**src/design/cpf_pkg.sv**
```systemverilog
// ----------------------------------------------------------------------------
// cpf_pkg: shared types and constants of the 3x3 pixel filter
// Frame geometry, beat layouts, configuration block and job format passed
// from the window front end to the arithmetic back end.
// ----------------------------------------------------------------------------
package cpf_pkg;

    // Frame geometry
    localparam int WIDTH  = 256;
    localparam int HEIGHT = 256;
    localparam int COL_W  = $clog2(WIDTH);
    // rows run to HEIGHT+1 during the flush phase
    localparam int ROW_W  = $clog2(HEIGHT + 2);

    // Datapath widths
    localparam int PIX_W  = 8;
    localparam int COEF_W = 8;
    localparam int PROD_W = PIX_W + COEF_W + 1;
    // nine products of 255 * 128 at most: 293760 < 2**19, plus sign
    localparam int SUM_W  = 20;
    localparam int MAG_W  = SUM_W - 1;
    localparam int DIV_W  = 12;
    localparam int STEP_W = $clog2(MAG_W + 1);
    localparam int LINE_W = 2 * PIX_W;

    localparam int OFFSET  = 128;
    localparam int PIX_MAX = 255;

    // Job queue between front and back end
    localparam int QUEUE_DEPTH = 4;
    localparam int QPTR_W      = $clog2(QUEUE_DEPTH);
    localparam int QCNT_W      = $clog2(QUEUE_DEPTH + 1);

    // Configuration port
    localparam int REG_COUNT = 5;
    localparam int ADDR_W    = $clog2(4 * REG_COUNT);
    localparam int DATA_W    = 32;

    localparam logic OP_PIXEL = 1'b0;
    localparam logic OP_FLUSH = 1'b1;

    typedef enum logic [ADDR_W-3:0] {
        REG_KERNEL_TOP    = 3'd0,
        REG_KERNEL_MIDDLE = 3'd1,
        REG_KERNEL_BOTTOM = 3'd2,
        REG_DIVISOR       = 3'd3,
        REG_ADD_OFFSET    = 3'd4
    } reg_index_t;

    typedef logic [COL_W-1:0]          col_t;
    typedef logic [ROW_W-1:0]          row_t;
    typedef logic [PIX_W-1:0]          pix_t;
    typedef logic [2:0][COEF_W-1:0]    kernel_row_t;
    typedef logic signed [PROD_W-1:0]  prod_t;
    typedef logic signed [SUM_W-1:0]   sum_t;
    typedef logic signed [SUM_W:0]     wide_t;
    typedef logic [MAG_W-1:0]          mag_t;
    typedef logic [DIV_W-1:0]          dmag_t;
    typedef logic [STEP_W-1:0]         step_t;
    typedef logic [QPTR_W-1:0]         qptr_t;
    typedef logic [QCNT_W-1:0]         qcnt_t;

    typedef struct packed {
        logic operation;
        pix_t pixel_in;
    } item_t;

    typedef struct packed {
        pix_t pixel_out;
        logic last_of_frame;
    } result_t;

    typedef struct packed {
        kernel_row_t             kernel_row_top;
        kernel_row_t             kernel_row_middle;
        kernel_row_t             kernel_row_bottom;
        logic signed [DIV_W-1:0] divisor;
        logic                    add_offset;
    } cfg_t;

    // one line store word: row two above and row one above the incoming one
    typedef struct packed {
        pix_t upper;
        pix_t lower;
    } line_word_t;

    // masked 3x3 window, entry i*3+j is kernel row i, column j
    typedef struct packed {
        pix_t [8:0] win;
        logic       last;
    } job_t;

endpackage

```
**src/design/cpf_queue.sv**
```systemverilog
// ----------------------------------------------------------------------------
// cpf_queue: short job queue between front and back end
// First-in first-out store of window jobs with an occupancy count.
// ----------------------------------------------------------------------------
module cpf_queue (
    input  logic            clk,
    input  logic            rst_n,
    input  logic            push,
    input  cpf_pkg::job_t   push_data,
    input  logic            pop,
    output cpf_pkg::job_t   pop_data,
    output cpf_pkg::qcnt_t  count
);

    cpf_pkg::job_t  mem_reg [cpf_pkg::QUEUE_DEPTH];
    cpf_pkg::qptr_t wptr_reg, wptr_next;
    cpf_pkg::qptr_t rptr_reg, rptr_next;
    cpf_pkg::qcnt_t count_reg, count_next;

    always_comb
    begin
        wptr_next  = wptr_reg;
        rptr_next  = rptr_reg;
        count_next = count_reg;
        if (push)
        begin
            wptr_next = (wptr_reg == cpf_pkg::qptr_t'(cpf_pkg::QUEUE_DEPTH - 1))
                        ? '0 : wptr_reg + 1'b1;
        end
        if (pop)
        begin
            rptr_next = (rptr_reg == cpf_pkg::qptr_t'(cpf_pkg::QUEUE_DEPTH - 1))
                        ? '0 : rptr_reg + 1'b1;
        end
        if (push && !pop)
        begin
            count_next = count_reg + 1'b1;
        end
        else if (pop && !push)
        begin
            count_next = count_reg - 1'b1;
        end
    end

    always_ff @(posedge clk or negedge rst_n)
    begin
        if (!rst_n)
        begin
            wptr_reg  <= '0;
            rptr_reg  <= '0;
            count_reg <= '0;
        end
        else
        begin
            wptr_reg  <= wptr_next;
            rptr_reg  <= rptr_next;
            count_reg <= count_next;
        end
    end

    always_ff @(posedge clk)
    begin
        if (push)
        begin
            mem_reg[wptr_reg] <= push_data;
        end
    end

    assign pop_data = mem_reg[rptr_reg];
    assign count    = count_reg;

endmodule

```
**config.mk**
```make
export PLATFORM = sky130hd
export DESIGN_NAME = cpf_queue
export DESIGN_NICKNAME = d
export VERILOG_FILES = /design/src/design/cpf_pkg.sv /design/src/design/cpf_queue.sv
export SDC_FILE = /design/constraint.sdc
export NUM_CORES = 1
export LEC_CHECK = 0
export CORE_AREA = 3 3 181 183
export CTS_BUF_LIST = sky130_fd_sc_hd__clkbuf_8
export DETAILED_ROUTE_END_ITERATION = 7
export DIE_AREA = 0 0 184 186
export DONT_BUFFER_PORTS = 1
export SLEW_MARGIN = 25
export SYNTH_ARGS = -nofsm -noshare
export SYNTH_HDL_FRONTEND = slang
export SYNTH_SLANG_ARGS = --single-unit
```
**constraint.sdc**
```tcl
create_clock -name clk -period 2.9 [get_ports clk]
set_input_delay 0.435 -clock clk [delete_from_list [all_inputs] [get_ports clk]]
set_output_delay 0.435 -clock clk [all_outputs]
set_load 0.02 [all_outputs]
```
==> impl_metrics.ini <==
[synth]
synthFlopType = edfxtp_1
synth_enable_flop_cells = 292
post-synth-top-area-fraction_pct = 80.2
seq_area_frac_synth_pct = 81.8
syn_area_um2 = 10900
synthTopCellsByArea = edfxtp_1 80%, mux4_2 15%, dfrtp_1 1.6%
synth_nets = 500
ys_ff_latch = 299
yosysUniqueCellTypes = 17
async_reset_ff_share_pct = 2.34
syn_avg_cell_area_um2 = 26.3
synth_commonest_cells = 292 x edfxtp_1, 73 x mux4_2, 7 x buf_2, 7 x dfrtp_1
synth.most_common_cell = edfxtp_1
yosysTopAreaCell = edfxtp_1
ys_warn_count = 0
syn_inst = 416

[worst_hold_path]
worstHoldStart = push
hold_class = input port to flip-flop

[sta]
rsz0062_at_grt = no
final_max_slew_viol_count = 0
fmax_mhz = 381
period_minus_slack_ns = 2.63
setup_violations = 0
hold_violations = 0
tns_ns = 0
maxSlewHeadroom_pct = 57.1
timing.final.crit_share_pct = 90.6
tightestPinTransition_ns = 0.643
finClkSkew_ns = 0.0238

[routing]
wl_per_cell_um = 21.0
vias = 4740
finalWirelength_um = 20500
ant_nets = 0
drtPass1Iterations = 5
drc = 0
viasPerCell = 4.87
drt_iter0_markers = 197

[global_routing]
grt_pass1_wl_um = 31300
grt.busiest_layer = met2
grt_max_degree = 57
grt.overflow.total = 0
grtUsageMet2_pct = 20.2
first_global_vias = 5324
use_met1_pct = 14.6
grtUsageMet3_pct = 3.62
grt_usage_pct = 11.9
antenna_found_initial = 1

[setup_path]
crit_arrival_ns = 2.19
cpPeakStageDelay_ns = 0.84
critPathLaunchType = flip-flop
crit_chain = buf_12 > mux4_2
worst-path-max-fanout = 39
critical_path_class = flip-flop to output pin
cp.required_ns = 2.47
critPathCaptureType = output pin
cp-startpoint = rptr_reg[1]
r2r-start = wptr_reg[0]
cp_slowest_cell = dfrtp_4

[layout]
fin_nets = 619
areaGrowthSynthToFinish_pct = 21.1
fillers = 2684
drive_above_1_share_pct = 26.5
fin_cells = 973
largest_reg_flops = 292
utilization_pct = 42.2
seq_area_um2 = 8950
multi_input_area_um2 = 1860

[clock_tree]
htree_levels = 2
post-cts-setup-buffer-count = 0
cts_tree = done
clk_path_buf_depth = 3
cts_resized = 0
clk_pin_slew_worst_paths_ns = 0.06
clock_latency_ns = 0.55
cts-root-buf = clkbuf_8
cts_sinks = 299
cts_buffers = 49

[run_status]
status = complete, no violations

[power]
leakage_uw = 0.00429
power_density_nw_per_um2 = 991
max-vdd-ir-drop_mv = 0.611

[die]
fp.dieW_um = 184
io_pins = 153
core_um2 = 31400
die_y_um = 186
placementRows = 65
die-area_um2 = 34200
initial_core_util_pct = 34.8

[placement]
place_congestion = 0.703
dp_cells = 810
hpwl_um = 11700
io_buffers = 0

[flow_run]
max-cap-violations = 0
[per-stage QoR]
stage / power [uW] / instance area (um^2) / hold slack [ns] / worst slack (ns)
floorplan: 8750 / 10900 / 0.139 / 0.130
global placement: 9410 / 11500 / 0.140 / 0.833
detailed placement: 9510 / 11500 / 0.140 / 0.801
CTS: 13400 / 13200 / 0.128 / 0.174
global route: 13800 / 13200 / 0.152 / 0.130
finish: 13100 / 13200 / 0.180 / 0.273
[cells in the final DEF, fill, tap and decap left out, types with 4 or more instances in the layout]
cell type      netlist  layout
buf_12               0       7
clkinv_1             0      10
and2_4               0       4
clkbuf_8             0      50
dfrtp_1              7       5
bufinv_16            0       6
dlygate4sd3_1        0      76
mux4_2              73      73
edfxtp_1           292     292
ha_1                 6       6
inv_1                4      19
[cells by family after synthesis]
group / count (synthesis) / share of synthesized area (%)
multiplexers: 76 / 15.3
AND/OR/NAND/NOR: 9 / 0.401
adder cells (fa/ha/maj): 7 / 0.870
XOR/XNOR: 3 / 0.240
flip-flops: 299 / 81.8
buffers and inverters: 20 / 1.25
AO/OA/AOI/OAI: 2 / 0.0916
[worst paths after layout]
| check | to | slack [ns] | depth (start not counted) |
|---|---|---|---|
| setup reg to reg | mem_reg[0][8] | 0.96 | 4 |
| max in group asynchronous | rptr_reg[0] | 2.40 | 1 |
| hold / removal | count[0] | 0.18 | 2 |
| min in group asynchronous | count[1] | 0.22 | 1 |
| setup / recovery | pop_data[66] | 0.27 | 2 |
| hold reg to reg | count[2] | 0.62 | 1 |
[final cells by class]
class                   instances  share of cell area, %
flip-flops and latches        299                   67.6
multi-input cells              97                   14.1
repair buffers                 84                   6.86
clock buffers                  50                   5.20
well taps                     402                   3.80
clock inverters                36                   2.31
inverters                       4                  0.113
diodes                          1                 0.0189
[worst max-delay path: cells and delay by family (launching register included)]
| family | cells | cell delay, ns |
|---|---|---|
| buf+inv | 1 | 0.34 |
| mux | 1 | 0.43 |
| flops | 1 | 0.84 |
[routing by layer]
| layer | part of all wire (%) | vias to the layer above |
|---|---|---|
| li1 | - | 2037 |
| met2 | 51 | 145 |
| met4 | 2.1 | 0 |
| met1 | 40 | 2514 |
| met3 | 6.4 | 44 |
| met5 | 0 | - |
[report_power, final]
part	internal [uW]	leakage, uW	switching, uW
clock	2130	0.000556	1570
sequential	5550	0.00276	329
combinational	1350	0.000967	2180
total	9030	0.00429	4080
[what timing repair did]
item	in CTS	in global routing
setup endpoints to repair	0	0
hold buffers	76	0
endpoints found under the hold margin	303	0
Power figures use the tool's default switching activity.
