==> config.mk <==
export PLATFORM = sky130hd
export DESIGN_NAME = cpf_back
export DESIGN_NICKNAME = d
export VERILOG_FILES = /design/src/design/cpf_pkg.sv /design/src/design/cpf_back.sv
export SDC_FILE = /design/constraint.sdc
export NUM_CORES = 1
export LEC_CHECK = 0
export BUFFER_PORTS_ARGS = -buffer_cell sky130_fd_sc_hd__buf_2
export CAP_MARGIN = 20
export CORE_MARGIN = 4
export CORE_UTILIZATION = 54
export DETAILED_ROUTE_END_ITERATION = 10
export HOLD_SLACK_MARGIN = 0.15
export PLACE_DENSITY = 0.79
export SKIP_CTS_REPAIR_TIMING = 1
export SLEW_MARGIN = 5
export SYNTH_ARGS = -nofsm -noshare
export SYNTH_HDL_FRONTEND = slang
export SYNTH_SLANG_ARGS = --single-unit
==> constraint.sdc <==
create_clock -name clk -period 16.05 [get_ports clk]
set_clock_uncertainty 0.05 [all_clocks]
set_input_delay 4.815 -clock clk [delete_from_list [all_inputs] [get_ports clk]]
set_output_delay 4.815 -clock clk [all_outputs]
set_load 0.05 [all_outputs]
==> src/design/cpf_pkg.sv <==
// ----------------------------------------------------------------------------
// cpf_pkg: shared types and constants of the 3x3 pixel filter
// Frame geometry, beat layouts, configuration block and job format passed
// from the window front end to the arithmetic back end.
// ----------------------------------------------------------------------------
package cpf_pkg;

    // Frame geometry
    localparam int WIDTH  = 256;
    localparam int HEIGHT = 256;
    localparam int COL_W  = $clog2(WIDTH);
    // rows run to HEIGHT+1 during the flush phase
    localparam int ROW_W  = $clog2(HEIGHT + 2);

    // Datapath widths
    localparam int PIX_W  = 8;
    localparam int COEF_W = 8;
    localparam int PROD_W = PIX_W + COEF_W + 1;
    // nine products of 255 * 128 at most: 293760 < 2**19, plus sign
    localparam int SUM_W  = 20;
    localparam int MAG_W  = SUM_W - 1;
    localparam int DIV_W  = 12;
    localparam int STEP_W = $clog2(MAG_W + 1);
    localparam int LINE_W = 2 * PIX_W;

    localparam int OFFSET  = 128;
    localparam int PIX_MAX = 255;

    // Job queue between front and back end
    localparam int QUEUE_DEPTH = 4;
    localparam int QPTR_W      = $clog2(QUEUE_DEPTH);
    localparam int QCNT_W      = $clog2(QUEUE_DEPTH + 1);

    // Configuration port
    localparam int REG_COUNT = 5;
    localparam int ADDR_W    = $clog2(4 * REG_COUNT);
    localparam int DATA_W    = 32;

    localparam logic OP_PIXEL = 1'b0;
    localparam logic OP_FLUSH = 1'b1;

    typedef enum logic [ADDR_W-3:0] {
        REG_KERNEL_TOP    = 3'd0,
        REG_KERNEL_MIDDLE = 3'd1,
        REG_KERNEL_BOTTOM = 3'd2,
        REG_DIVISOR       = 3'd3,
        REG_ADD_OFFSET    = 3'd4
    } reg_index_t;

    typedef logic [COL_W-1:0]          col_t;
    typedef logic [ROW_W-1:0]          row_t;
    typedef logic [PIX_W-1:0]          pix_t;
    typedef logic [2:0][COEF_W-1:0]    kernel_row_t;
    typedef logic signed [PROD_W-1:0]  prod_t;
    typedef logic signed [SUM_W-1:0]   sum_t;
    typedef logic signed [SUM_W:0]     wide_t;
    typedef logic [MAG_W-1:0]          mag_t;
    typedef logic [DIV_W-1:0]          dmag_t;
    typedef logic [STEP_W-1:0]         step_t;
    typedef logic [QPTR_W-1:0]         qptr_t;
    typedef logic [QCNT_W-1:0]         qcnt_t;

    typedef struct packed {
        logic operation;
        pix_t pixel_in;
    } item_t;

    typedef struct packed {
        pix_t pixel_out;
        logic last_of_frame;
    } result_t;

    typedef struct packed {
        kernel_row_t             kernel_row_top;
        kernel_row_t             kernel_row_middle;
        kernel_row_t             kernel_row_bottom;
        logic signed [DIV_W-1:0] divisor;
        logic                    add_offset;
    } cfg_t;

    // one line store word: row two above and row one above the incoming one
    typedef struct packed {
        pix_t upper;
        pix_t lower;
    } line_word_t;

    // masked 3x3 window, entry i*3+j is kernel row i, column j
    typedef struct packed {
        pix_t [8:0] win;
        logic       last;
    } job_t;

endpackage

==> src/design/cpf_back.sv <==
// ----------------------------------------------------------------------------
// cpf_back: multiply-accumulate, division and clamping of window jobs
// One kernel row per cycle, then an optional bit-serial signed division,
// offset and clamp into the output register.
// ----------------------------------------------------------------------------
module cpf_back (
    input  logic              clk,
    input  logic              rst_n,
    input  cpf_pkg::cfg_t     cfg,
    input  logic              job_avail,
    input  cpf_pkg::job_t     job,
    output logic              job_pop,
    output logic              result_valid,
    input  logic              result_ready,
    output cpf_pkg::result_t  result
);

    typedef enum logic [3:0] {
        ST_IDLE = 4'b0001,
        ST_MAC  = 4'b0010,
        ST_DIV  = 4'b0100,
        ST_FIN  = 4'b1000
    } state_t;

    state_t                     state_reg, state_next;
    cpf_pkg::step_t             step_reg, step_next;
    cpf_pkg::pix_t [8:0]        win_reg, win_next;
    cpf_pkg::kernel_row_t [2:0] kern_reg, kern_next;
    logic                       last_reg, last_next;
    cpf_pkg::sum_t              acc_reg, acc_next;
    cpf_pkg::sum_t              val_reg, val_next;
    cpf_pkg::mag_t              dvd_reg, dvd_next;
    cpf_pkg::dmag_t             rem_reg, rem_next;
    logic                       neg_reg, neg_next;
    cpf_pkg::result_t           result_reg;
    logic                       result_valid_reg, result_valid_next;

    cpf_pkg::prod_t [2:0]       prod;
    cpf_pkg::sum_t              mac_sum;
    cpf_pkg::mag_t              mac_mag;
    cpf_pkg::dmag_t             dmag;
    logic [cpf_pkg::DIV_W:0]    rem_shift;
    logic [cpf_pkg::DIV_W:0]    rem_sub;
    logic                       ge;
    cpf_pkg::mag_t              quot;
    cpf_pkg::wide_t             biased;
    cpf_pkg::pix_t              clamped;
    logic                       load;

    // top kernel row against top window row; rows shift up each step
    always_comb
    begin
        for (int j = 0; j < 3; j++)
        begin
            prod[j] = $signed({1'b0, win_reg[j]}) * $signed(kern_reg[0][j]);
        end
        mac_sum = acc_reg + cpf_pkg::sum_t'(prod[0]) + cpf_pkg::sum_t'(prod[1])
                  + cpf_pkg::sum_t'(prod[2]);
        mac_mag = mac_sum[cpf_pkg::SUM_W-1] ? cpf_pkg::mag_t'(-mac_sum)
                                             : cpf_pkg::mag_t'(mac_sum);
    end

    // restoring division, one quotient bit per cycle
    always_comb
    begin
        dmag      = cfg.divisor[cpf_pkg::DIV_W-1] ? cpf_pkg::dmag_t'(~cfg.divisor + 1'b1)
                                                   : cpf_pkg::dmag_t'(cfg.divisor);
        rem_shift = {rem_reg, dvd_reg[cpf_pkg::MAG_W-1]};
        rem_sub   = rem_shift - {1'b0, dmag};
        ge        = rem_shift >= {1'b0, dmag};
        quot      = {dvd_reg[cpf_pkg::MAG_W-2:0], ge};
    end

    always_comb
    begin
        biased = cpf_pkg::wide_t'(val_reg)
                 + (cfg.add_offset ? cpf_pkg::wide_t'(cpf_pkg::OFFSET) : cpf_pkg::wide_t'(0));
        if (biased < cpf_pkg::wide_t'(0))
        begin
            clamped = '0;
        end
        else if (biased > cpf_pkg::wide_t'(cpf_pkg::PIX_MAX))
        begin
            clamped = cpf_pkg::pix_t'(cpf_pkg::PIX_MAX);
        end
        else
        begin
            clamped = biased[cpf_pkg::PIX_W-1:0];
        end
    end

    always_comb
    begin
        state_next = state_reg;
        step_next  = step_reg;
        win_next   = win_reg;
        kern_next  = kern_reg;
        last_next  = last_reg;
        acc_next   = acc_reg;
        val_next   = val_reg;
        dvd_next   = dvd_reg;
        rem_next   = rem_reg;
        neg_next   = neg_reg;
        job_pop    = 1'b0;
        load       = 1'b0;

        unique case (state_reg)
            ST_IDLE:
            begin
                if (job_avail)
                begin
                    job_pop    = 1'b1;
                    win_next   = job.win;
                    last_next  = job.last;
                    kern_next  = {cfg.kernel_row_bottom, cfg.kernel_row_middle,
                                  cfg.kernel_row_top};
                    acc_next   = '0;
                    step_next  = '0;
                    state_next = ST_MAC;
                end
            end
            ST_MAC:
            begin
                acc_next  = mac_sum;
                win_next  = {cpf_pkg::pix_t'(0), cpf_pkg::pix_t'(0), cpf_pkg::pix_t'(0),
                             win_reg[8:3]};
                kern_next = {cpf_pkg::kernel_row_t'(0), kern_reg[2:1]};
                step_next = step_reg + 1'b1;
                if (step_reg == cpf_pkg::step_t'(2))
                begin
                    step_next = '0;
                    if (cfg.divisor == '0)
                    begin
                        val_next   = mac_sum;
                        state_next = ST_FIN;
                    end
                    else
                    begin
                        dvd_next   = mac_mag;
                        rem_next   = '0;
                        neg_next   = mac_sum[cpf_pkg::SUM_W-1]
                                     ^ cfg.divisor[cpf_pkg::DIV_W-1];
                        state_next = ST_DIV;
                    end
                end
            end
            ST_DIV:
            begin
                dvd_next  = quot;
                rem_next  = ge ? rem_sub[cpf_pkg::DIV_W-1:0] : rem_shift[cpf_pkg::DIV_W-1:0];
                step_next = step_reg + 1'b1;
                if (step_reg == cpf_pkg::step_t'(cpf_pkg::MAG_W - 1))
                begin
                    val_next   = neg_reg ? -cpf_pkg::sum_t'({1'b0, quot})
                                         : cpf_pkg::sum_t'({1'b0, quot});
                    state_next = ST_FIN;
                end
            end
            ST_FIN:
            begin
                if (!result_valid_reg || result_ready)
                begin
                    load       = 1'b1;
                    state_next = ST_IDLE;
                end
            end
            default:
            begin
                state_next = ST_IDLE;
            end
        endcase

        if (load)
        begin
            result_valid_next = 1'b1;
        end
        else if (result_ready)
        begin
            result_valid_next = 1'b0;
        end
        else
        begin
            result_valid_next = result_valid_reg;
        end
    end

    always_ff @(posedge clk or negedge rst_n)
    begin
        if (!rst_n)
        begin
            state_reg        <= ST_IDLE;
            result_valid_reg <= 1'b0;
        end
        else
        begin
            state_reg        <= state_next;
            result_valid_reg <= result_valid_next;
        end
    end

    always_ff @(posedge clk)
    begin
        step_reg <= step_next;
        win_reg  <= win_next;
        kern_reg <= kern_next;
        last_reg <= last_next;
        acc_reg  <= acc_next;
        val_reg  <= val_next;
        dvd_reg  <= dvd_next;
        rem_reg  <= rem_next;
        neg_reg  <= neg_next;
        if (load)
        begin
            result_reg.pixel_out     <= clamped;
            result_reg.last_of_frame <= last_reg;
        end
    end

    assign result_valid = result_valid_reg;
    assign result       = result_reg;

endmodule

==> results.md <==
* # nets final at 2595
* Final setup TNS at 0 ps
* Antenna violations before repair at 0
* Pin count of the biggest net entering global routing at 99
* Core box area at 35500 um^2
* Arrival time at the worst endpoint at 5460 ps
* DRT Pass-1 Iters at 5
* DR DRC count at 0
* WL/cell at 16.0 um
* Routed vias/inst at 5.34
* Max-cap violations at 0
* Vert. Die Dim at 197 um
* Final HPWL from detailed placement at 32.5 mm
* Syn Area/Cell at 9.94 um^2
* Status: complete, no violations
* Post-route ant nets at 0
* Deepest clock path buffer count at 3
* Met3 wire len at 2.63 mm
* Yosys reg bits at 236
* RePlAce Congestion at 0.913
* Main synth FF type: edfxtp_1
* Reg-to-reg slack, setup at 8110 ps
* Slew margin rel. at 33.9%
* Initial Utilization at 54.6%
* Post-synth EDFFs at 231
* WP data required at 11180 ps
* All-layer global routing usage at 21.4%
* Num CTS Buffers at 25
* CP Max Fanout at 3
* DRT iter0 DRCs at 834
* Sequential fraction of the synthesis area at 36.4%
* Slew Viols, Final at 0
* Area grow syn2layout at 11.0%
* Count leader, synth: nand2_1
* Number of core rows at 69
* Final period util at 64.3%
* Mapped Area at 19400 um^2
* Metal-1 WL at 17.7 mm
* Vias in the first global route at 14200
* Worst skew pair latency at 540 ps
* Cell taking the most area after synthesis: edfxtp_1
* Yosys warns at 0
* H-tree levels at 1
* Root buf cell: clkbuf_16
* Die X at 197 um
* Synthesized instance count at 1951
* CTS Sinks at 236
* DRT Wirelength at 41.3 mm
* Final Hold Vio Count at 0
* TritonCTS clock tree: built
* GRT overflow at 0
* Highest routed layer: met4
* Worst setup EP type: primary output
* Final Setup Violations at 0
* Met2 Wirelength at 20.1 mm
* Crit Path Category: input pin to primary output
* Layout cell share with drive strength beyond 1 at 11.2%
* Fin crit period at 10330 ps
* Port bufs at 172
* Post-Syn Nets at 2443
* Die area at 39000 um^2
* Top cells by count, synth: nand2_1 (404), inv_1 (295), edfxtp_1 (231), fa_1 (185), ha_1 (145)
* Io pins at 173
* Routed vias at 13800
* Element type at the critical path start: input pin
* Least-Margin Pin Slew at 991 ps
* Top post-synthesis cells by area: edfxtp_1 (36%), fa_1 (19%), ha_1 (9.4%)
* Synth top area share at 35.8%
* Fmax at 96.8 MHz
* Antenna diodes at 0
* First-pass GRT wire length at 68.9 mm
* Distinct cells, synth at 65
* Hold Path Class: register to register
* Asr flop ratio synth at 2.12%
* RSZ-0062 raised after global routing: false
* Clock transition at path regs at 70 ps
-- area by class of cell --
class	instances	area [um^2]
inverter	297	1110
fill	2839	14000
clock buffer	29	641
multi-input combinational	1361	11000
timing repair buffer	182	956
tap	461	577
sequential	236	7060
clock inverter	13	150
-- metal layers --
metal,track usage [%],vias up
li1,-,6585
met1,30.1,6675
met2,35.7,439
met3,2.93,68
met4,5.33,0
met5,0,-
-- layout by cell type (no fill, tap or decap), drive strengths merged, types with 6 or more instances in the layout --
cell type	n
xor2	38
ha	145
o21ai	41
nand2b	14
and2	107
a21oi	53
nand2	404
nor2b	61
fa	185
edfxtp	231
inv	296
clkbuf	29
xnor2	40
clkinv	8
nand4	6
nor4	6
buf	182
nand3	19
a21o	9
a31oi	9
nor3	15
nor2	97
o41ai	7
mux2i	12
and3	8
o21a	9
o31ai	14
-- worst max-delay path, cell delays in order --
cell and delay (ps):
buf_2 100, nand3_1 160, inv_1 120, buf_2 270
-- final timing paths --
check / start / endpoint / depth (start not counted)
min in group asynchronous: rst_n / result_valid / 1
setup / recovery: job_avail / job_pop / 4
hold / removal: last_reg / result[0] / 0
max in group asynchronous: rst_n / state_reg[0] / 1
hold reg to reg: last_reg / result[0] / 0
setup reg to reg: kern_reg[7] / dvd_reg[17] / 21
-- cells by family (layout without fill, tap and decap cells) --
group                      Yosys count  after routing  synth area share, %
DFF                                236            236                 36.4
xor gates and xnor gates            78             78                 3.52
buffers and inverters              354            521                 6.87
muxes                               12             12                0.619
and+or+nand+nor                    767            767                 18.4
AOI/OAI and AO/OA                  174            174                 5.66
adders and majority gates          330            330                 28.5
-- through the flow --
| step | cell area (um^2) | hold slack, ps | utilization (%) | std cells | setup slack (ps) |
|---|---|---|---|---|---|
| 2_1_floorplan | 19400 | 350 | - | 1951 | 5940 |
| 3_3_place_gp | 20700 | 381 | 58.3 | 2535 | 5750 |
| 3_5_place_dp | 20700 | 385 | 58.3 | 2535 | 5720 |
| 4_1_cts | 21500 | 405 | 60.6 | 2577 | 5720 |
| 5_1_grt | 21500 | 407 | 60.7 | 2579 | 5670 |
| 6_report | 21500 | 412 | 60.7 | 2579 | 5720 |
Power is not shown: default switching activity piles up to over one toggle a cycle in this logic, so the estimate is an artifact.
