## src/design/cpf_pkg.sv

```systemverilog
// ----------------------------------------------------------------------------
// cpf_pkg: shared types and constants of the 3x3 pixel filter
// Frame geometry, beat layouts, configuration block and job format passed
// from the window front end to the arithmetic back end.
// ----------------------------------------------------------------------------
package cpf_pkg;

    // Frame geometry
    localparam int WIDTH  = 256;
    localparam int HEIGHT = 256;
    localparam int COL_W  = $clog2(WIDTH);
    // rows run to HEIGHT+1 during the flush phase
    localparam int ROW_W  = $clog2(HEIGHT + 2);

    // Datapath widths
    localparam int PIX_W  = 8;
    localparam int COEF_W = 8;
    localparam int PROD_W = PIX_W + COEF_W + 1;
    // nine products of 255 * 128 at most: 293760 < 2**19, plus sign
    localparam int SUM_W  = 20;
    localparam int MAG_W  = SUM_W - 1;
    localparam int DIV_W  = 12;
    localparam int STEP_W = $clog2(MAG_W + 1);
    localparam int LINE_W = 2 * PIX_W;

    localparam int OFFSET  = 128;
    localparam int PIX_MAX = 255;

    // Job queue between front and back end
    localparam int QUEUE_DEPTH = 4;
    localparam int QPTR_W      = $clog2(QUEUE_DEPTH);
    localparam int QCNT_W      = $clog2(QUEUE_DEPTH + 1);

    // Configuration port
    localparam int REG_COUNT = 5;
    localparam int ADDR_W    = $clog2(4 * REG_COUNT);
    localparam int DATA_W    = 32;

    localparam logic OP_PIXEL = 1'b0;
    localparam logic OP_FLUSH = 1'b1;

    typedef enum logic [ADDR_W-3:0] {
        REG_KERNEL_TOP    = 3'd0,
        REG_KERNEL_MIDDLE = 3'd1,
        REG_KERNEL_BOTTOM = 3'd2,
        REG_DIVISOR       = 3'd3,
        REG_ADD_OFFSET    = 3'd4
    } reg_index_t;

    typedef logic [COL_W-1:0]          col_t;
    typedef logic [ROW_W-1:0]          row_t;
    typedef logic [PIX_W-1:0]          pix_t;
    typedef logic [2:0][COEF_W-1:0]    kernel_row_t;
    typedef logic signed [PROD_W-1:0]  prod_t;
    typedef logic signed [SUM_W-1:0]   sum_t;
    typedef logic signed [SUM_W:0]     wide_t;
    typedef logic [MAG_W-1:0]          mag_t;
    typedef logic [DIV_W-1:0]          dmag_t;
    typedef logic [STEP_W-1:0]         step_t;
    typedef logic [QPTR_W-1:0]         qptr_t;
    typedef logic [QCNT_W-1:0]         qcnt_t;

    typedef struct packed {
        logic operation;
        pix_t pixel_in;
    } item_t;

    typedef struct packed {
        pix_t pixel_out;
        logic last_of_frame;
    } result_t;

    typedef struct packed {
        kernel_row_t             kernel_row_top;
        kernel_row_t             kernel_row_middle;
        kernel_row_t             kernel_row_bottom;
        logic signed [DIV_W-1:0] divisor;
        logic                    add_offset;
    } cfg_t;

    // one line store word: row two above and row one above the incoming one
    typedef struct packed {
        pix_t upper;
        pix_t lower;
    } line_word_t;

    // masked 3x3 window, entry i*3+j is kernel row i, column j
    typedef struct packed {
        pix_t [8:0] win;
        logic       last;
    } job_t;

endpackage

```

## src/design/cpf_ram.sv

```systemverilog
// ----------------------------------------------------------------------------
// cpf_ram: generic single-write, single-read RAM
// One write port and one read port with registered read data.
// ----------------------------------------------------------------------------
module cpf_ram #(
    parameter int DATA_W = 8,
    parameter int DEPTH  = 256
) (
    input  logic                     clk,
    input  logic                     we,
    input  logic [$clog2(DEPTH)-1:0] waddr,
    input  logic [DATA_W-1:0]        wdata,
    input  logic                     re,
    input  logic [$clog2(DEPTH)-1:0] raddr,
    output logic [DATA_W-1:0]        rdata
);

    logic [DATA_W-1:0] mem_reg [DEPTH];
    logic [DATA_W-1:0] rdata_reg;

    always_ff @(posedge clk)
    begin
        if (we)
        begin
            mem_reg[waddr] <= wdata;
        end
        if (re)
        begin
            rdata_reg <= mem_reg[raddr];
        end
    end

    assign rdata = rdata_reg;

endmodule

```

## src/design/cpf_front.sv

```systemverilog
// ----------------------------------------------------------------------------
// cpf_front: raster tracking, line stores and window assembly
// Accepts pixel and flush beats, keeps the two line stores and the 3x3
// window, and pushes one masked window job per output position.
// ----------------------------------------------------------------------------
module cpf_front (
    input  logic                clk,
    input  logic                rst_n,
    input  logic                item_valid,
    output logic                item_ready,
    input  cpf_pkg::item_t      item,
    input  cpf_pkg::qcnt_t      queue_count,
    output logic                job_push,
    output cpf_pkg::job_t       job
);

    cpf_pkg::col_t          col_reg, col_next;
    cpf_pkg::row_t          row_reg, row_next;
    logic                   b_valid_reg;
    cpf_pkg::col_t          b_col_reg;
    cpf_pkg::row_t          b_row_reg;
    cpf_pkg::pix_t          b_cur_reg;
    cpf_pkg::pix_t [8:0]    win_reg, win_next;

    logic                   accept;
    cpf_pkg::pix_t          cur;
    cpf_pkg::line_word_t    rd_word;
    cpf_pkg::line_word_t    wr_word;

    logic                   col_zero;
    logic                   top_out, bottom_out, left_out, right_out;
    logic                   has_result;
    logic [2:0]             row_ok, col_ok;

    // hold off while the queue could not take the beat in flight plus this one
    assign item_ready = (queue_count + cpf_pkg::qcnt_t'(b_valid_reg))
                        < cpf_pkg::qcnt_t'(cpf_pkg::QUEUE_DEPTH);
    assign accept     = item_valid && item_ready;

    always_comb
    begin
        cur = '0;
        if (item.operation == cpf_pkg::OP_PIXEL
            && row_reg < cpf_pkg::row_t'(cpf_pkg::HEIGHT))
        begin
            cur = item.pixel_in;
        end

        if (row_reg == cpf_pkg::row_t'(cpf_pkg::HEIGHT + 1) && col_reg == '0)
        begin
            col_next = '0;
            row_next = '0;
        end
        else if (col_reg == cpf_pkg::col_t'(cpf_pkg::WIDTH - 1))
        begin
            col_next = '0;
            row_next = row_reg + 1'b1;
        end
        else
        begin
            col_next = col_reg + 1'b1;
            row_next = row_reg;
        end
    end

    cpf_ram #(
        .DATA_W (cpf_pkg::LINE_W),
        .DEPTH  (cpf_pkg::WIDTH)
    ) u_line_ram (
        .clk   (clk),
        .we    (b_valid_reg),
        .waddr (b_col_reg),
        .wdata (wr_word),
        .re    (accept),
        .raddr (col_reg),
        .rdata (rd_word)
    );

    // age the lines: lower moves up, the current pixel becomes lower
    assign wr_word.upper = rd_word.lower;
    assign wr_word.lower = b_cur_reg;

    always_comb
    begin
        win_next    = win_reg;
        win_next[0] = win_reg[1];
        win_next[1] = win_reg[2];
        win_next[2] = rd_word.upper;
        win_next[3] = win_reg[4];
        win_next[4] = win_reg[5];
        win_next[5] = rd_word.lower;
        win_next[6] = win_reg[7];
        win_next[7] = win_reg[8];
        win_next[8] = b_cur_reg;
    end

    // Output position trails the input by one line and one pixel; at
    // column zero it is the right edge of the line before.
    assign col_zero   = (b_col_reg == '0);
    assign top_out    = col_zero ? (b_row_reg == cpf_pkg::row_t'(2))
                                 : (b_row_reg == cpf_pkg::row_t'(1));
    assign bottom_out = col_zero ? (b_row_reg == cpf_pkg::row_t'(cpf_pkg::HEIGHT + 1))
                                 : (b_row_reg == cpf_pkg::row_t'(cpf_pkg::HEIGHT));
    assign left_out   = (b_col_reg == cpf_pkg::col_t'(1));
    assign right_out  = col_zero;
    assign has_result = (b_row_reg >= cpf_pkg::row_t'(2))
                        || (b_row_reg == cpf_pkg::row_t'(1) && !col_zero);

    assign row_ok = {!bottom_out, 1'b1, !top_out};
    assign col_ok = {!right_out, 1'b1, !left_out};

    always_comb
    begin
        for (int i = 0; i < 3; i++)
        begin
            for (int j = 0; j < 3; j++)
            begin
                job.win[i*3+j] = (row_ok[i] && col_ok[j]) ? win_next[i*3+j] : '0;
            end
        end
        job.last = bottom_out && right_out;
    end

    assign job_push = b_valid_reg && has_result;

    always_ff @(posedge clk or negedge rst_n)
    begin
        if (!rst_n)
        begin
            col_reg     <= '0;
            row_reg     <= '0;
            b_valid_reg <= 1'b0;
            win_reg     <= '0;
        end
        else
        begin
            b_valid_reg <= accept;
            if (accept)
            begin
                col_reg <= col_next;
                row_reg <= row_next;
            end
            if (b_valid_reg)
            begin
                win_reg <= win_next;
            end
        end
    end

    always_ff @(posedge clk)
    begin
        if (accept)
        begin
            b_col_reg <= col_reg;
            b_row_reg <= row_reg;
            b_cur_reg <= cur;
        end
    end

endmodule

```

## config.mk

```make
export PLATFORM = sky130hd
export DESIGN_NAME = cpf_front
export DESIGN_NICKNAME = d
export VERILOG_FILES = /design/src/design/cpf_pkg.sv /design/src/design/cpf_ram.sv /design/src/design/cpf_front.sv
export SDC_FILE = /design/constraint.sdc
export NUM_CORES = 2
export LEC_CHECK = 0
export ABC_AREA = 0
export BUFFER_PORTS_ARGS = -buffer_cell sky130_fd_sc_hd__buf_2
export CAP_MARGIN = 0
export CELL_PAD_IN_SITES_DETAIL_PLACEMENT = 0
export CELL_PAD_IN_SITES_GLOBAL_PLACEMENT = 1
export CORE_MARGIN = 3
export CORE_UTILIZATION = 51
export CTS_CLUSTER_DIAMETER = 100
export DETAILED_ROUTE_END_ITERATION = 8
export PLACE_DENSITY = 0.73
export SYNTH_ARGS = -nofsm -noshare
export SYNTH_HDL_FRONTEND = slang
export SYNTH_SLANG_ARGS = --single-unit
```

## constraint.sdc

```tcl
create_clock -name clk -period 5.55 [get_ports clk]
set_clock_uncertainty 0.1 [all_clocks]
set_input_delay 1.11 -clock clk [delete_from_list [all_inputs] [get_ports clk]]
set_output_delay 1.11 -clock clk [all_outputs]
set_load 0.05 [all_outputs]
```

==> impl_metrics.yaml <==
status:
  outcome: "complete, but fails checks"
  violations: "max-slew violations"
layout:
  drive_gt1_share_pct: 27.3
  fill_cells: 22400
  largest_register_ffs: 4096
  ff_latch_area_um2: 126000
  multi_input_area_um2: 33600
  nets: 8074
  area_growth_pct: 13.2
critical_path:
  crit_path_top_delay_cell: "dfrtp_4"
  worstPathMaxFanout: 38
  cp_top_family: "compound AO/OA/AOI/OAI gates"
  critPathLaunch: "col_reg[0]$_DFFE_PN0P_"
  cp_cell_sequence: "buf_12, buf_4, mux4_2, o21ai_0, nand2_1, a221oi_1, o31ai_1"
  critPathMaxStageDelay_ns: 1.30
  r2r_start: "col_reg[0]$_DFFE_PN0P_"
  reg2reg_slack_ns: 0.43
  r2r_cells: 7
  path_depth: 7
  arrival_ns: 5.69
  critPathRequiredTime_ns: 6.12
  path_class: "reg -> reg"
  end_kind: "flip-flop"
  cp-start-kind: "flip-flop"
  cp_num_buf_inv: 2
job:
  max_cap_viol_count: 0
synth:
  synth-edff-count: 4137
  yosys_warnings: 0
  synth.ff_latch_count: 4203
  ys_async_sr_fraction_pct: 1.57
  synth_cell_types: 76
  syn-num-nets: 7469
  synthFlopType: "edfxtp_1"
  synth.avg_cell_area_um2: 21.7
  netlist.area_leader.share_pct: 76.8
  ys_seq_area_share_pct: 77.8
  synth.most_common_cell: "edfxtp_1"
  synthCells: 7450
  yosys-top-cells-area: "edfxtp_1, mux4_2, mux2i_1"
  synth_top_area_cell: "edfxtp_1"
  syn_area_um2: 162000
  synthTopCellsByCount: "edfxtp_1, mux4_2, mux2i_1"
cts:
  cts_setup_buffers: 0
  numCtsBuffers: 409
  cts_tree: "yes"
  cts_root_buf: "clkbuf_16"
  cts.sinks: 4203
  ctsHtreeMaxLevel: 5
  cts_buffer_depth: 4
  cts_resized: 0
  clkTransAtPathRegs_ns: 0.06
  clk_latency_ns: 0.98
  hold_buffers: 0
floorplanning:
  start_util_pct: 51.3
  die_h_um: 569
  die_area_um2: 324000
  core_um2: 315000
  num_io_pins: 90
  die-width_um: 569
  rows: 206
pwr:
  power_leakage_nw: 57.7
  p_per_area_nw_per_um2: 482
  peakVddDrop_mv: 0.397
  total_power_mw: 88.3
sta:
  slew_headroom_pct: -15.8
  fin_crit_ns: 5.12
  fin_crit_sh_pct: 92.2
  setup_viol: 0
  rsz0062_at_grt: "no"
  hold_slack_ns: 0.173
  fmax_mhz: 195
  maxSlewViolCount: 122
  hold_violations: 0
  worst_slew_pin_slew_ns: 1.74
  fin_tns_setup_ns: 0
placed_design:
  dp_hpwl_um: 279000
  gp_congestion: 0.901
  io_buffers: 89
detailed_routing:
  drc: 0
  routed_wl_um: 471000
  routed.top_layer: "met5"
  drt_iter0_markers: 14000
  dr.pass1.iters: 8
  ant_nets: 0
  wl_met2_um: 212000
  routedLengthMet1_um: 174000
  via_count: 84100
  wl_per_cell_um: 37.5
  route.met3.wl_um: 59900
  viasPerCell: 6.69
global_routing:
  antenna_found_initial: 34
  grt.overflow.total: 0
  grtUsageTotal_pct: 28.9
  grt_pass1_vias: 81600
  grt_first_pass_wirelength_um: 654000
  grt_max_degree: 217
hold_path:
  worstHoldPathType: "in -> async"
==> path summary, 6_finish.rpt <==
kind                                            endpoint
max                        u_line_ram.rdata[2]$_DFFE_PP_
min reg2reg                     win_next[51]$_DFFE_PN0P_
max in group asynchronous         col_reg[0]$_DFFE_PN0P_
min in group clk              b_cur_reg[1]$_SDFFCE_PN0P_
max reg2reg                u_line_ram.rdata[2]$_DFFE_PP_
min                               col_reg[3]$_DFFE_PN0P_
==> power by group <==
group          switching (mW)  internal [mW]  leakage [nW]
Clock                    11.9           14.8          6.25
Sequential              0.689           36.7          38.0
Combinational            16.3           7.93          13.5
Total                    28.9           59.4          57.7
==> worst reg2reg max path, cell delays in order, from the launching register on <==
cell and delay [ns]:
dfrtp_4 1.30, buf_12 0.42, buf_4 0.26, mux4_2 0.52
o21ai_0 0.76, nand2_1 0.27, a221oi_1 1.06, o31ai_1 0.13
==> cells in the final DEF (no fill, tap or decap), types with 40 or more instances in the layout <==
master,synthesis,final
a211oi_1,59,59
a21oi_1,94,94
a221oi_1,70,70
a22o_1,41,41
a22oi_1,180,180
and2_1,56,54
buf_12,1,60
buf_2,154,88
buf_4,94,496
clkbuf_1,149,90
clkbuf_16,0,413
clkinv_1,3,98
clkinv_2,0,80
dfrtp_1,66,57
edfxtp_1,4137,4137
mux2_2,72,72
mux2i_1,366,366
mux4_2,893,893
nand2_1,141,136
nand3_1,48,44
nor2_1,300,225
nor2_2,0,73
o21ai_0,72,72
o221ai_1,40,40
o22ai_1,65,65
==> layer usage <==
| metal | vias to the layer above | global-route usage [%] |
|---|---|---|
| met5 | - | 0 |
| met4 | 10 | 12.9 |
| met3 | 930 | 7.70 |
| met2 | 5874 | 42.9 |
| met1 | 44500 | 40.6 |
| li1 | 32700 | - |
==> layout make-up <==
| cell class | count | area share (%) |
|---|---|---|
| tap | 4160 | 2.84 |
| clock buffer | 511 | 5.89 |
| timing repair buffer | 644 | 2.93 |
| clock inverter | 232 | 1.11 |
| antenna | 21 | 0.0287 |
| sequential | 4203 | 68.8 |
| multi-input combinational | 2786 | 18.4 |
| inverter | 11 | 0.0267 |
==> cells by family (layout without fill, tap and decap cells) <==
| group | Yosys count | in the layout | synth area share, % |
|---|---|---|---|
| DFF | 4203 | 4203 | 77.8 |
| muxes | 1331 | 1331 | 15.2 |
| AOI/OAI and AO/OA | 750 | 750 | 3.34 |
| and+or+nand+nor | 690 | 690 | 1.97 |
| buffers and inverters | 461 | 1398 | 1.55 |
| xor gates and xnor gates | 11 | 11 | 0.0596 |
| adders and majority gates | 4 | 4 | 0.0309 |
| other | 0 | 21 | 0 |
==> through the flow <==
| stage | std cells | instance area, um^2 | setup slack (ns) | utilization (%) |
|---|---|---|---|---|
| 2_1_floorplan | 7450 | 162000 | 0.250 | - |
| 3_3_place_gp | 11800 | 170000 | 0.211 | 54.0 |
| 3_5_place_dp | 11800 | 170000 | 0.612 | 54.0 |
| 4_1_cts | 12500 | 183000 | 0.522 | 58.1 |
| 5_1_grt | 12500 | 183000 | 0.295 | 58.1 |
| 6_report | 12600 | 183000 | 0.433 | 58.1 |
Power figures use the tool's default switching activity.
